## src/rtl/core/rgbhsb_pkg.sv

```systemverilog
// Package: widths and types shared by the RGB to HSB converter.
package rgbhsb_pkg;
  localparam int COMPONENT_BITS = 8;
  localparam int FRACTION_BITS = 16;
  localparam int HUE_BITS = FRACTION_BITS;
  localparam int SAT_BITS = FRACTION_BITS + 1;
  // divisor is at most 6*d, so three extra bits over the component
  localparam int DIV_BITS = COMPONENT_BITS + 3;
  // partial remainder needs one bit above the divisor
  localparam int REM_BITS = DIV_BITS + 1;
  // one quotient bit per cell, two divides in parallel
  localparam int NUM_CELLS = SAT_BITS;

  typedef struct packed {
    logic [REM_BITS-1:0] hue_rem;
    logic [DIV_BITS-1:0] hue_div;
    logic [HUE_BITS-1:0] hue_q;
    logic [REM_BITS-1:0] sat_rem;
    logic [DIV_BITS-1:0] sat_div;
    logic [SAT_BITS-1:0] sat_q;
    logic [COMPONENT_BITS-1:0] brightness;
  } cell_data_t;
endpackage

```

## src/rtl/core/rgbhsb_if.sv

```systemverilog
// Interfaces: pixel request and HSB result channels.
interface rgbhsb_pixel_if import rgbhsb_pkg::*; ();
  logic valid;
  logic ready;
  logic [COMPONENT_BITS-1:0] red;
  logic [COMPONENT_BITS-1:0] green;
  logic [COMPONENT_BITS-1:0] blue;
  modport source (output valid, red, green, blue, input ready);
  modport sink (input valid, red, green, blue, output ready);
endinterface

interface rgbhsb_hsb_if import rgbhsb_pkg::*; ();
  logic valid;
  logic ready;
  logic [HUE_BITS-1:0] hue;
  logic [SAT_BITS-1:0] saturation;
  logic [COMPONENT_BITS-1:0] brightness;
  modport source (output valid, hue, saturation, brightness, input ready);
  modport sink (input valid, hue, saturation, brightness, output ready);
endinterface

```

## src/rtl/core/rgbhsb_front.sv

```systemverilog
// Front stage: max, min, sector numerator and divisors for one pixel.
module rgbhsb_front import rgbhsb_pkg::*; (
  input  logic clk,
  input  logic advance,
  input  logic [COMPONENT_BITS-1:0] red,
  input  logic [COMPONENT_BITS-1:0] green,
  input  logic [COMPONENT_BITS-1:0] blue,
  output cell_data_t data
);
  logic [COMPONENT_BITS-1:0] cmax, cmin, d;
  logic signed [DIV_BITS:0] num, num_adj;
  logic [DIV_BITS-1:0] six_d;
  cell_data_t data_next;

  always_comb begin
    cmax = (red > green) ? red : green;
    cmin = (red < green) ? red : green;
    if (blue > cmax) cmax = blue;
    if (blue < cmin) cmin = blue;
    d = cmax - cmin;
    six_d = DIV_BITS'(d) * DIV_BITS'(6);
    priority if (red == cmax) begin
      num = $signed({3'b0, green}) - $signed({3'b0, blue});
    end else if (green == cmax) begin
      num = $signed({2'b0, d, 1'b0}) + $signed({3'b0, blue}) - $signed({3'b0, red});
    end else begin
      num = $signed({1'b0, d, 2'b0}) + $signed({3'b0, red}) - $signed({3'b0, green});
    end
    num_adj = (num < 0) ? num + $signed({1'b0, six_d}) : num;
    data_next = '0;
    data_next.brightness = cmax;
    // zero divisor marks a zero result; the cells skip it
    data_next.hue_div = six_d;
    data_next.hue_rem = (d == '0) ? '0 : REM_BITS'(unsigned'(num_adj));
    data_next.sat_div = DIV_BITS'(cmax);
    data_next.sat_rem = (cmax == '0) ? '0 : REM_BITS'(d);
  end

  always_ff @(posedge clk) begin
    if (advance) data <= data_next;
  end
endmodule

```

## src/rtl/core/rgbhsb_cell.sv

```systemverilog
// Divide cell: one restoring step of the saturation quotient and, when hue_on, of the hue quotient.
module rgbhsb_cell import rgbhsb_pkg::*; (
  input  logic clk,
  input  logic advance,
  input  logic hue_on,
  input  cell_data_t din,
  output cell_data_t dout
);
  cell_data_t nxt;
  logic [REM_BITS-1:0] hs, ss;

  always_comb begin
    nxt = din;
    hs = {din.hue_rem[REM_BITS-2:0], 1'b0};
    // first cell takes the integer bit from the unshifted remainder
    ss = hue_on ? {din.sat_rem[REM_BITS-2:0], 1'b0} : din.sat_rem;
    if (hue_on) begin
      nxt.hue_q = {din.hue_q[HUE_BITS-2:0], 1'b0};
      if (din.hue_div != '0 && hs >= REM_BITS'(din.hue_div)) begin
        nxt.hue_rem = hs - REM_BITS'(din.hue_div);
        nxt.hue_q[0] = 1'b1;
      end else begin
        nxt.hue_rem = hs;
      end
    end
    nxt.sat_q = {din.sat_q[SAT_BITS-2:0], 1'b0};
    if (din.sat_div != '0 && ss >= REM_BITS'(din.sat_div)) begin
      nxt.sat_rem = ss - REM_BITS'(din.sat_div);
      nxt.sat_q[0] = 1'b1;
    end else begin
      nxt.sat_rem = ss;
    end
  end

  always_ff @(posedge clk) begin
    if (advance) dout <= nxt;
  end
endmodule

```

## src/rtl/core/rgb_to_hsb_converter.sv

```systemverilog
// Top level: RGB to HSB pixel converter, front stage plus a chain of divide cells.
//  channel | dir | payload
//  pix     | in  | red, green, blue (8 b each)
//  hsb     | out | hue 0.16, saturation 1.16, brightness 8 b
// One pixel per cycle unless the output stalls; a pixel passes the front stage
// and NUM_CELLS divide cells, one quotient bit per divide cell. Saturation's
// first cell yields its integer bit, so the hue divide starts one cell later.
// Reset clears the valid bits only. A stall at the output freezes the whole
// chain; the input is ready whenever the last stage is empty or being taken.
module rgb_to_hsb_converter import rgbhsb_pkg::*; (
  input logic clk,
  input logic rst,
  rgbhsb_pixel_if.sink pix,
  rgbhsb_hsb_if.source hsb
);
  localparam int STAGES = NUM_CELLS + 1;
  logic [STAGES-1:0] vld;
  logic advance;
  cell_data_t chain [STAGES];

  assign advance = !vld[STAGES-1] || hsb.ready;
  assign pix.ready = advance;

  rgbhsb_front u_front (
    .clk(clk), .advance(advance), .red(pix.red), .green(pix.green),
    .blue(pix.blue), .data(chain[0])
  );

  for (genvar i = 0; i < NUM_CELLS; i++) begin : g_cell
    rgbhsb_cell u_cell (
      .clk(clk), .advance(advance), .hue_on(i != 0),
      .din(chain[i]), .dout(chain[i+1])
    );
  end

  always_ff @(posedge clk) begin
    if (rst) begin
      vld <= '0;
    end else if (advance) begin
      vld <= {vld[STAGES-2:0], pix.valid};
    end
  end

  assign hsb.valid = vld[STAGES-1];
  assign hsb.hue = chain[STAGES-1].hue_q;
  assign hsb.saturation = chain[STAGES-1].sat_q;
  assign hsb.brightness = chain[STAGES-1].brightness;

  a_stall_hold: assert property (@(posedge clk) disable iff (rst)
    !advance |=> $stable(vld)) else $error("valid chain moved during stall");
  a_ready: assert property (@(posedge clk) disable iff (rst)
    !hsb.valid |-> pix.ready) else $error("input blocked with empty output");
  a_sat_range: assert property (@(posedge clk) disable iff (rst)
    hsb.valid |-> (!hsb.saturation[SAT_BITS-1] || hsb.saturation[SAT_BITS-2:0] == '0))
    else $error("saturation above one");
  a_black: assert property (@(posedge clk) disable iff (rst)
    (hsb.valid && hsb.brightness == '0) |-> (hsb.hue == '0 && hsb.saturation == '0))
    else $error("black pixel with nonzero hue or saturation");
endmodule

```

## src/flat_wrapper.sv

```systemverilog
// flat-port wrapper written by rule: the top's interface ports become plain ports
module rgb_to_hsb_converter_flat import rgbhsb_pkg::*;
  (clk, rst, pix_valid, pix_red, pix_green, pix_blue, pix_ready, hsb_valid, hsb_hue, hsb_saturation, hsb_brightness, hsb_ready);
  rgbhsb_pixel_if pix_i ();
  rgbhsb_hsb_if hsb_i ();
  input logic clk;
  input logic rst;
  input wire logic [$bits(pix_i.valid)-1:0] pix_valid;
  input wire logic [$bits(pix_i.red)-1:0] pix_red;
  input wire logic [$bits(pix_i.green)-1:0] pix_green;
  input wire logic [$bits(pix_i.blue)-1:0] pix_blue;
  output wire logic [$bits(pix_i.ready)-1:0] pix_ready;
  output wire logic [$bits(hsb_i.valid)-1:0] hsb_valid;
  output wire logic [$bits(hsb_i.hue)-1:0] hsb_hue;
  output wire logic [$bits(hsb_i.saturation)-1:0] hsb_saturation;
  output wire logic [$bits(hsb_i.brightness)-1:0] hsb_brightness;
  input wire logic [$bits(hsb_i.ready)-1:0] hsb_ready;
  assign pix_i.valid = pix_valid;
  assign pix_i.red = pix_red;
  assign pix_i.green = pix_green;
  assign pix_i.blue = pix_blue;
  assign pix_ready = pix_i.ready;
  assign hsb_valid = hsb_i.valid;
  assign hsb_hue = hsb_i.hue;
  assign hsb_saturation = hsb_i.saturation;
  assign hsb_brightness = hsb_i.brightness;
  assign hsb_i.ready = hsb_ready;
  rgb_to_hsb_converter u_core (.clk(clk), .rst(rst), .pix(pix_i), .hsb(hsb_i));
endmodule
```

## config.mk

```make
export PLATFORM = sky130hd
export DESIGN_NAME = rgb_to_hsb_converter_flat
export DESIGN_NICKNAME = d
export VERILOG_FILES = /design/src/rtl/core/rgbhsb_pkg.sv /design/src/rtl/core/rgbhsb_if.sv /design/src/rtl/core/rgbhsb_front.sv /design/src/rtl/core/rgbhsb_cell.sv /design/src/rtl/core/rgb_to_hsb_converter.sv /design/src/flat_wrapper.sv
export SDC_FILE = /design/constraint.sdc
export NUM_CORES = 2
export LEC_CHECK = 0
export BUFFER_PORTS_ARGS = -buffer_cell sky130_fd_sc_hd__clkbuf_2
export CORE_MARGIN = 3
export CORE_UTILIZATION = 58
export CTS_CLUSTER_DIAMETER = 200
export DETAILED_ROUTE_END_ITERATION = 16
export PLACE_DENSITY = 0.74
export SYNTH_ARGS = -nofsm -noshare
export SYNTH_HDL_FRONTEND = slang
export SYNTH_SLANG_ARGS = --single-unit
```

## constraint.sdc

```tcl
create_clock -name clk -period 60 [get_ports clk]
set_clock_uncertainty 0.15 [all_clocks]
set_input_delay 6 -clock clk [delete_from_list [all_inputs] [get_ports clk]]
set_output_delay 6 -clock clk [all_outputs]
set_load 0.005 [all_outputs]
```

# Word-level counts from Yosys, hierarchy flattened
# Cells that the tools add are included.
# totals
ff_bits	992
inputBits	28
out_inout_bits	43
elab_cells	353
# classes
add_sub_neg	38
n_mul	1
n_lt_le_gt_ge	38
n_eq_ne	2
muxes	71
reduce_logical	70
# ops
op	n
$reduce_bool A11 Y1	33
$mux W11	32
$ge A12 B11 Y1	16
$ge A12 B8 Y1	16
$sub A11 B11 Y11	15
$sub A11 B8 Y11	15
$logic_and A1 B1 Y1	33
$mux W1	33
$mux W8	4
$mux W12	2
$sub A8 B8 Y9	2
$eq A8 B8 Y1	2
$gt A8 B8 Y1	2
$logic_not A8 Y1	2
$lt A8 B8 Y1	2
$lt A12 B1 Y1 const B	1
$sub A11 B8 Y12	1
$add A10 B8 Y11	1
$add A11 B11 Y11	1
$sub A10 B8 Y11	1
$add A9 B8 Y10	1
$mul A8 B2 Y10 const B	1
$ge A8 B8 Y1	1
$sub A8 B8 Y8	1
2 further kinds	2

# Depth between registers and ports, before layout
# depth
ltp_word	11
depth_mapped	45
ltp_nobuf	43

# Cells and area by module
# A second synthesis with hierarchy kept.
# unflattened
cells_unflattened	6725
area_unflattened_um2	83331.2
# modules_own_cells
mod	n_inst	cells_per_inst	area_each_um2	seq_area_each_um2
rgbhsb_cell (u_core.g_cell[0].u_cell ...)	8	359	4495.6	2612.5
rgbhsb_cell (u_core.g_cell[5].u_cell ...)	5	336	4509.3	2612.5
rgbhsb_cell (u_core.g_cell[2].u_cell ...)	2	364	4550.6	2612.5
rgbhsb_front	1	683	6029.5	1141.1
rgbhsb_cell (u_core.g_cell[4].u_cell)	1	338	4495.6	2612.5
rgbhsb_cell (u_core.g_cell[11].u_cell)	1	362	4494.3	2612.5
rgb_to_hsb_converter	1	62	699.4	360.3

# Least setup slack after synthesis
# Ideal clock, no wire load.
# synth_timing
path_kind	input to output
from	in hsb_ready
to	out pix_ready
arrival_time_ns	32.293
required_time_ns	53.850
slack_ns	21.557
stages	4
n_path_buf	2
cell_sequence	nor2b_1 > clkbuf_1 > clkinv_1 > clkbuf_1
# synth_between
elab_chain_cells	1
# synth_lines
item	line_no	rtl
start, declared	flat_wrapper.sv:17	input wire logic [$bits(hsb_i.ready)-1:0] hsb_ready;
$logic_or A1 B1 Y1	rgb_to_hsb_converter.sv:21	assign advance = !vld[STAGES-1] || hsb.ready;
end, declared	flat_wrapper.sv:12	output wire logic [$bits(pix_i.ready)-1:0] pix_ready;
# No other way between the ends.

# Final worst setup path
# layout_timing
from	in pix_green[2]
to	reg u_core.u_front.data[85] (netlist bit) (data pin)
# layout_between
elab_chain_cells	11
word_cells_on_any_way	23
cone_classes	add/sub: 7; mul: 1; order compare: 5; eq/ne: 2; mux: 7; reduce/logical: 1
# layout_lines
item	line_no	rtl
start, declared	flat_wrapper.sv:10	input wire logic [$bits(pix_i.green)-1:0] pix_green;
$gt A8 B8 Y1	rgbhsb_front.sv:16	cmax = (red > green) ? red : green;
$mux W8 *	rgbhsb_front.sv:16	
$gt A8 B8 Y1	rgbhsb_front.sv:18	if (blue > cmax) cmax = blue;
$mux W8 *	rgbhsb_front.sv:18	
net u_core.u_front.cmax[1]	rgbhsb_front.sv:10	logic [COMPONENT_BITS-1:0] cmax, cmin, d;
$sub A8 B8 Y8	rgbhsb_front.sv:20	d = cmax - cmin;
$add A10 B8 Y11 / $add A9 B8 Y10 (equally long branches)	rgbhsb_front.sv:27, rgbhsb_front.sv:25	
$sub A11 B8 Y12 / $sub A10 B8 Y11 (equally long branches)	rgbhsb_front.sv:27, rgbhsb_front.sv:25	
$mux W12	rgbhsb_front.sv:24	end else if (green == cmax) begin
$mux W12	rgbhsb_front.sv:22	priority if (red == cmax) begin
$add A11 B11 Y11 / $lt A12 B1 Y1 (equally long branches)	rgbhsb_front.sv:29	num_adj = (num < 0) ? num + $signed({1'b0, six_d}) : num;
$mux W11	rgbhsb_front.sv:29	
end signal, assigned	rgbhsb_front.sv:40	if (advance) data <= data_next;
end, declared	rgbhsb_front.sv:8	output cell_data_t data
# The timed path passes the listed nets; every way through them passes the cells marked *.
# A chain may end at the register's enable or synchronous reset.

==> results.py <==
metrics = {
    "run_status": {
        "status": "complete, no violations",
    },
    "clock_network": {
        "clk_pin_slew_worst_paths_ns": 0.06,
        "cts_resized": 0,
        "ctsHtreeMaxLevel": 3,
        "clock_latency_ns": 0.64,
        "cts.path.max_buffers": 3,
        "ctsHoldBuffers": 0,
        "cts_num_sinks": 975,
        "cts_setup_buffers": 0,
        "root_buffer": "clkbuf_16",
        "cts_buffers": 93,
        "cts_tree": "done",
    },
    "global_route": {
        "grt_overflow": 0,
        "grt_antenna_before_repair": 0,
        "grt_pass1_wl_mm": 146,
        "grt_start_max_net_pins": 194,
        "grt_pass1_vias": 29300,
        "gr-usage-all-layers_pct": 20.0,
    },
    "synth": {
        "synth_flop_cell": "edfxtp_1",
        "yosys-top-cells-area": "edfxtp_1 58%, ha_1 9.2%, a21o_1 4.0%, inv_1 3.7%, xnor2_1 3.2%",
        "avgSynthCellArea_um2": 12.6,
        "synth_cell_type_count": 80,
        "ys_ff_latch": 975,
        "synth_edf_count": 957,
        "synthCells": 3945,
        "yosysTopAreaCell": "edfxtp_1",
        "synth-seq-area-share_pct": 58.6,
        "async_flop_share_pct": 0,
        "synthesis.area_um2": 49600,
        "syn_nets": 4388,
        "yosysWarnings": 0,
        "netlist.area_leader.share_pct": 57.9,
    },
    "job": {
        "max-cap-violations": 0,
    },
    "critical_path": {
        "critPathArrivalTime_ns": 15.36,
        "critPathCaptureType": "flip-flop",
        "critical-path-max-stage-delay_ns": 0.91,
        "crit_path_start_kind": "input port",
        "crit_path_max_fanout": 14,
        "reg2regPathDepth": 6,
        "critical_path_class": "input port to flip-flop",
        "required_ns": 60.35,
        "crit-reg2reg-capture": "u_core.g_cell[6].u_cell.dout[65]",
        "cpLargestDelayFamily": "compound AO/OA/AOI/OAI gates",
        "critPathSlowestCell": "xnor2_1",
        "r2r_start": "u_core.vld[17]",
        "ff2ff_setup_slack_ns": 55.33,
        "path_buf_inv": 5,
    },
    "floorplan": {
        "die_w_um": 299,
        "initial_core_util_pct": 58.9,
        "pin_count": 71,
        "die_y_um": 299,
        "core-area_um2": 84200,
        "die-area_um2": 89100,
        "rows": 106,
    },
    "final_layout": {
        "layout_common_cells": "957 x edfxtp_1, 492 x inv_1, 364 x ha_1",
        "nFillCells": 6143,
        "diodes": 0,
        "drive_gt1_share_pct": 6.95,
        "area_growth_pct": 9.12,
        "final_nets": 4469,
        "final_common_cell": "edfxtp_1",
    },
    "worst_hold_path": {
        "worstHoldPathType": "flip-flop to flip-flop",
        "hold_depth": 0,
        "min_from": "u_core.u_front.data[81]",
        "whs_endpoint": "u_core.g_cell[0].u_cell.dout[81]",
    },
    "drt": {
        "viasPerCell": 5.55,
        "wire_per_inst_um": 17.0,
        "postRouteAntennaNets": 0,
        "drt_wl_total_mm": 89.2,
        "first_pass_iters": 5,
        "drt_iter0_drc": 1583,
        "num_vias": 29100,
        "drc": 0,
    },
    "placed_design": {
        "dp_hpwl_mm": 64.6,
        "io_buffer_count": 70,
        "gp_congestion": 0.903,
        "dp_slack_ns": 44.36,
    },
    "sta": {
        "final_max_slew_viol_count": 0,
        "finalSetupViolCount": 0,
        "rsz0062_at_grt": "false",
        "tns_ns": 0,
        "final.period_utilization_pct": 25.0,
        "relSlewSlack_pct": 20.0,
        "finalHoldViolations": 0,
        "holdWs_ns": 0.258,
        "worstMarginPinSlew_ns": 1.20,
        "finalCriticalPeriod_ns": 15.01,
        "fmax_ghz": 0.0666,
        "fin_ws_ns": 44.99,
    },
}
per-stage QoR:
stage / cell area (µm²) / cells / util (%)
final: 54200 / 5237 / 64.3
after global routing: 54200 / 5237 / 64.3
after CTS: 54200 / 5237 / 64.3
after detailed placement: 51000 / 5065 / 60.6
after global placement: 51000 / 5065 / 60.6
after floorplan: 49600 / 3945 / -
metal layers:
| layer | vias to the layer above | share of wire [%] | global-route usage (%) |
|---|---|---|---|
| li1 | 14400 | - | - |
| met1 | 13900 | 42 | 24.5 |
| met2 | 545 | 51 | 36.1 |
| met3 | 176 | 3.9 | 2.79 |
| met4 | 0 | 2.9 | 6.94 |
| met5 | - | 0 | 0 |
final cells by class:
type,count,area [µm²],area share [%]
Clock inverter,57,703,1.30
Multi-Input combinational cell,2381,18200,33.5
Timing Repair Buffer,82,465,0.859
Sequential cell,975,29100,53.7
Inverter,493,1860,3.43
Tap cell,1134,1420,2.62
Clock buffer,115,2450,4.53
worst max path at each step:
stage	slack [ns]	to	depth (start not counted)	start
3_5_place_dp	44.36	u_core.u_front.data[85]	36	pix_green[3]
6_report	44.99	u_core.u_front.data[85]	41	pix_green[2]
2_1_floorplan	21.56	pix_ready	4	hsb_ready
3_3_place_gp	44.44	u_core.u_front.data[85]	36	pix_green[2]
5_1_grt	44.11	u_core.u_front.data[85]	41	pix_green[2]
4_1_cts	45.08	u_core.u_front.data[85]	36	pix_green[3]
cell usage after synthesis (28+ instances only):
master / n
xnor2_1: 180
mux2i_1: 28
nor3_1: 29
clkbuf_1: 49
nand2b_1: 41
nor4_1: 73
o21ai_0: 259
nand2_1: 301
nand4_1: 59
nor2_1: 138
ha_1: 364
edfxtp_1: 957
xor2_1: 123
mux2_2: 43
o21bai_1: 44
a221oi_1: 29
a21oi_1: 136
fa_1: 51
buf_4: 42
inv_1: 492
a21o_1: 262
registers in the layout, summed over array words and instances, names as in the netlist:
name                       count
u_core.vld                    18
u_core.g_cell.u_cell.dout    920
u_core.u_front.data           37
cells by family (layout without fill, tap and decap cells):
kind of cell / Yosys count / in the layout / share of synthesized area [%]
buffers and inverters: 589 / 747 / 4.80
AOI/OAI and AO/OA: 847 / 847 / 11.1
DFF: 975 / 975 / 58.6
xor gates and xnor gates: 307 / 307 / 5.50
muxes: 73 / 73 / 1.60
adders and majority gates: 416 / 416 / 11.3
and+or+nand+nor: 738 / 738 / 7.08
Power is left out: the tool's default activity adds up to more than one toggle a clock period on the data nets, which glitch-free logic cannot reach.
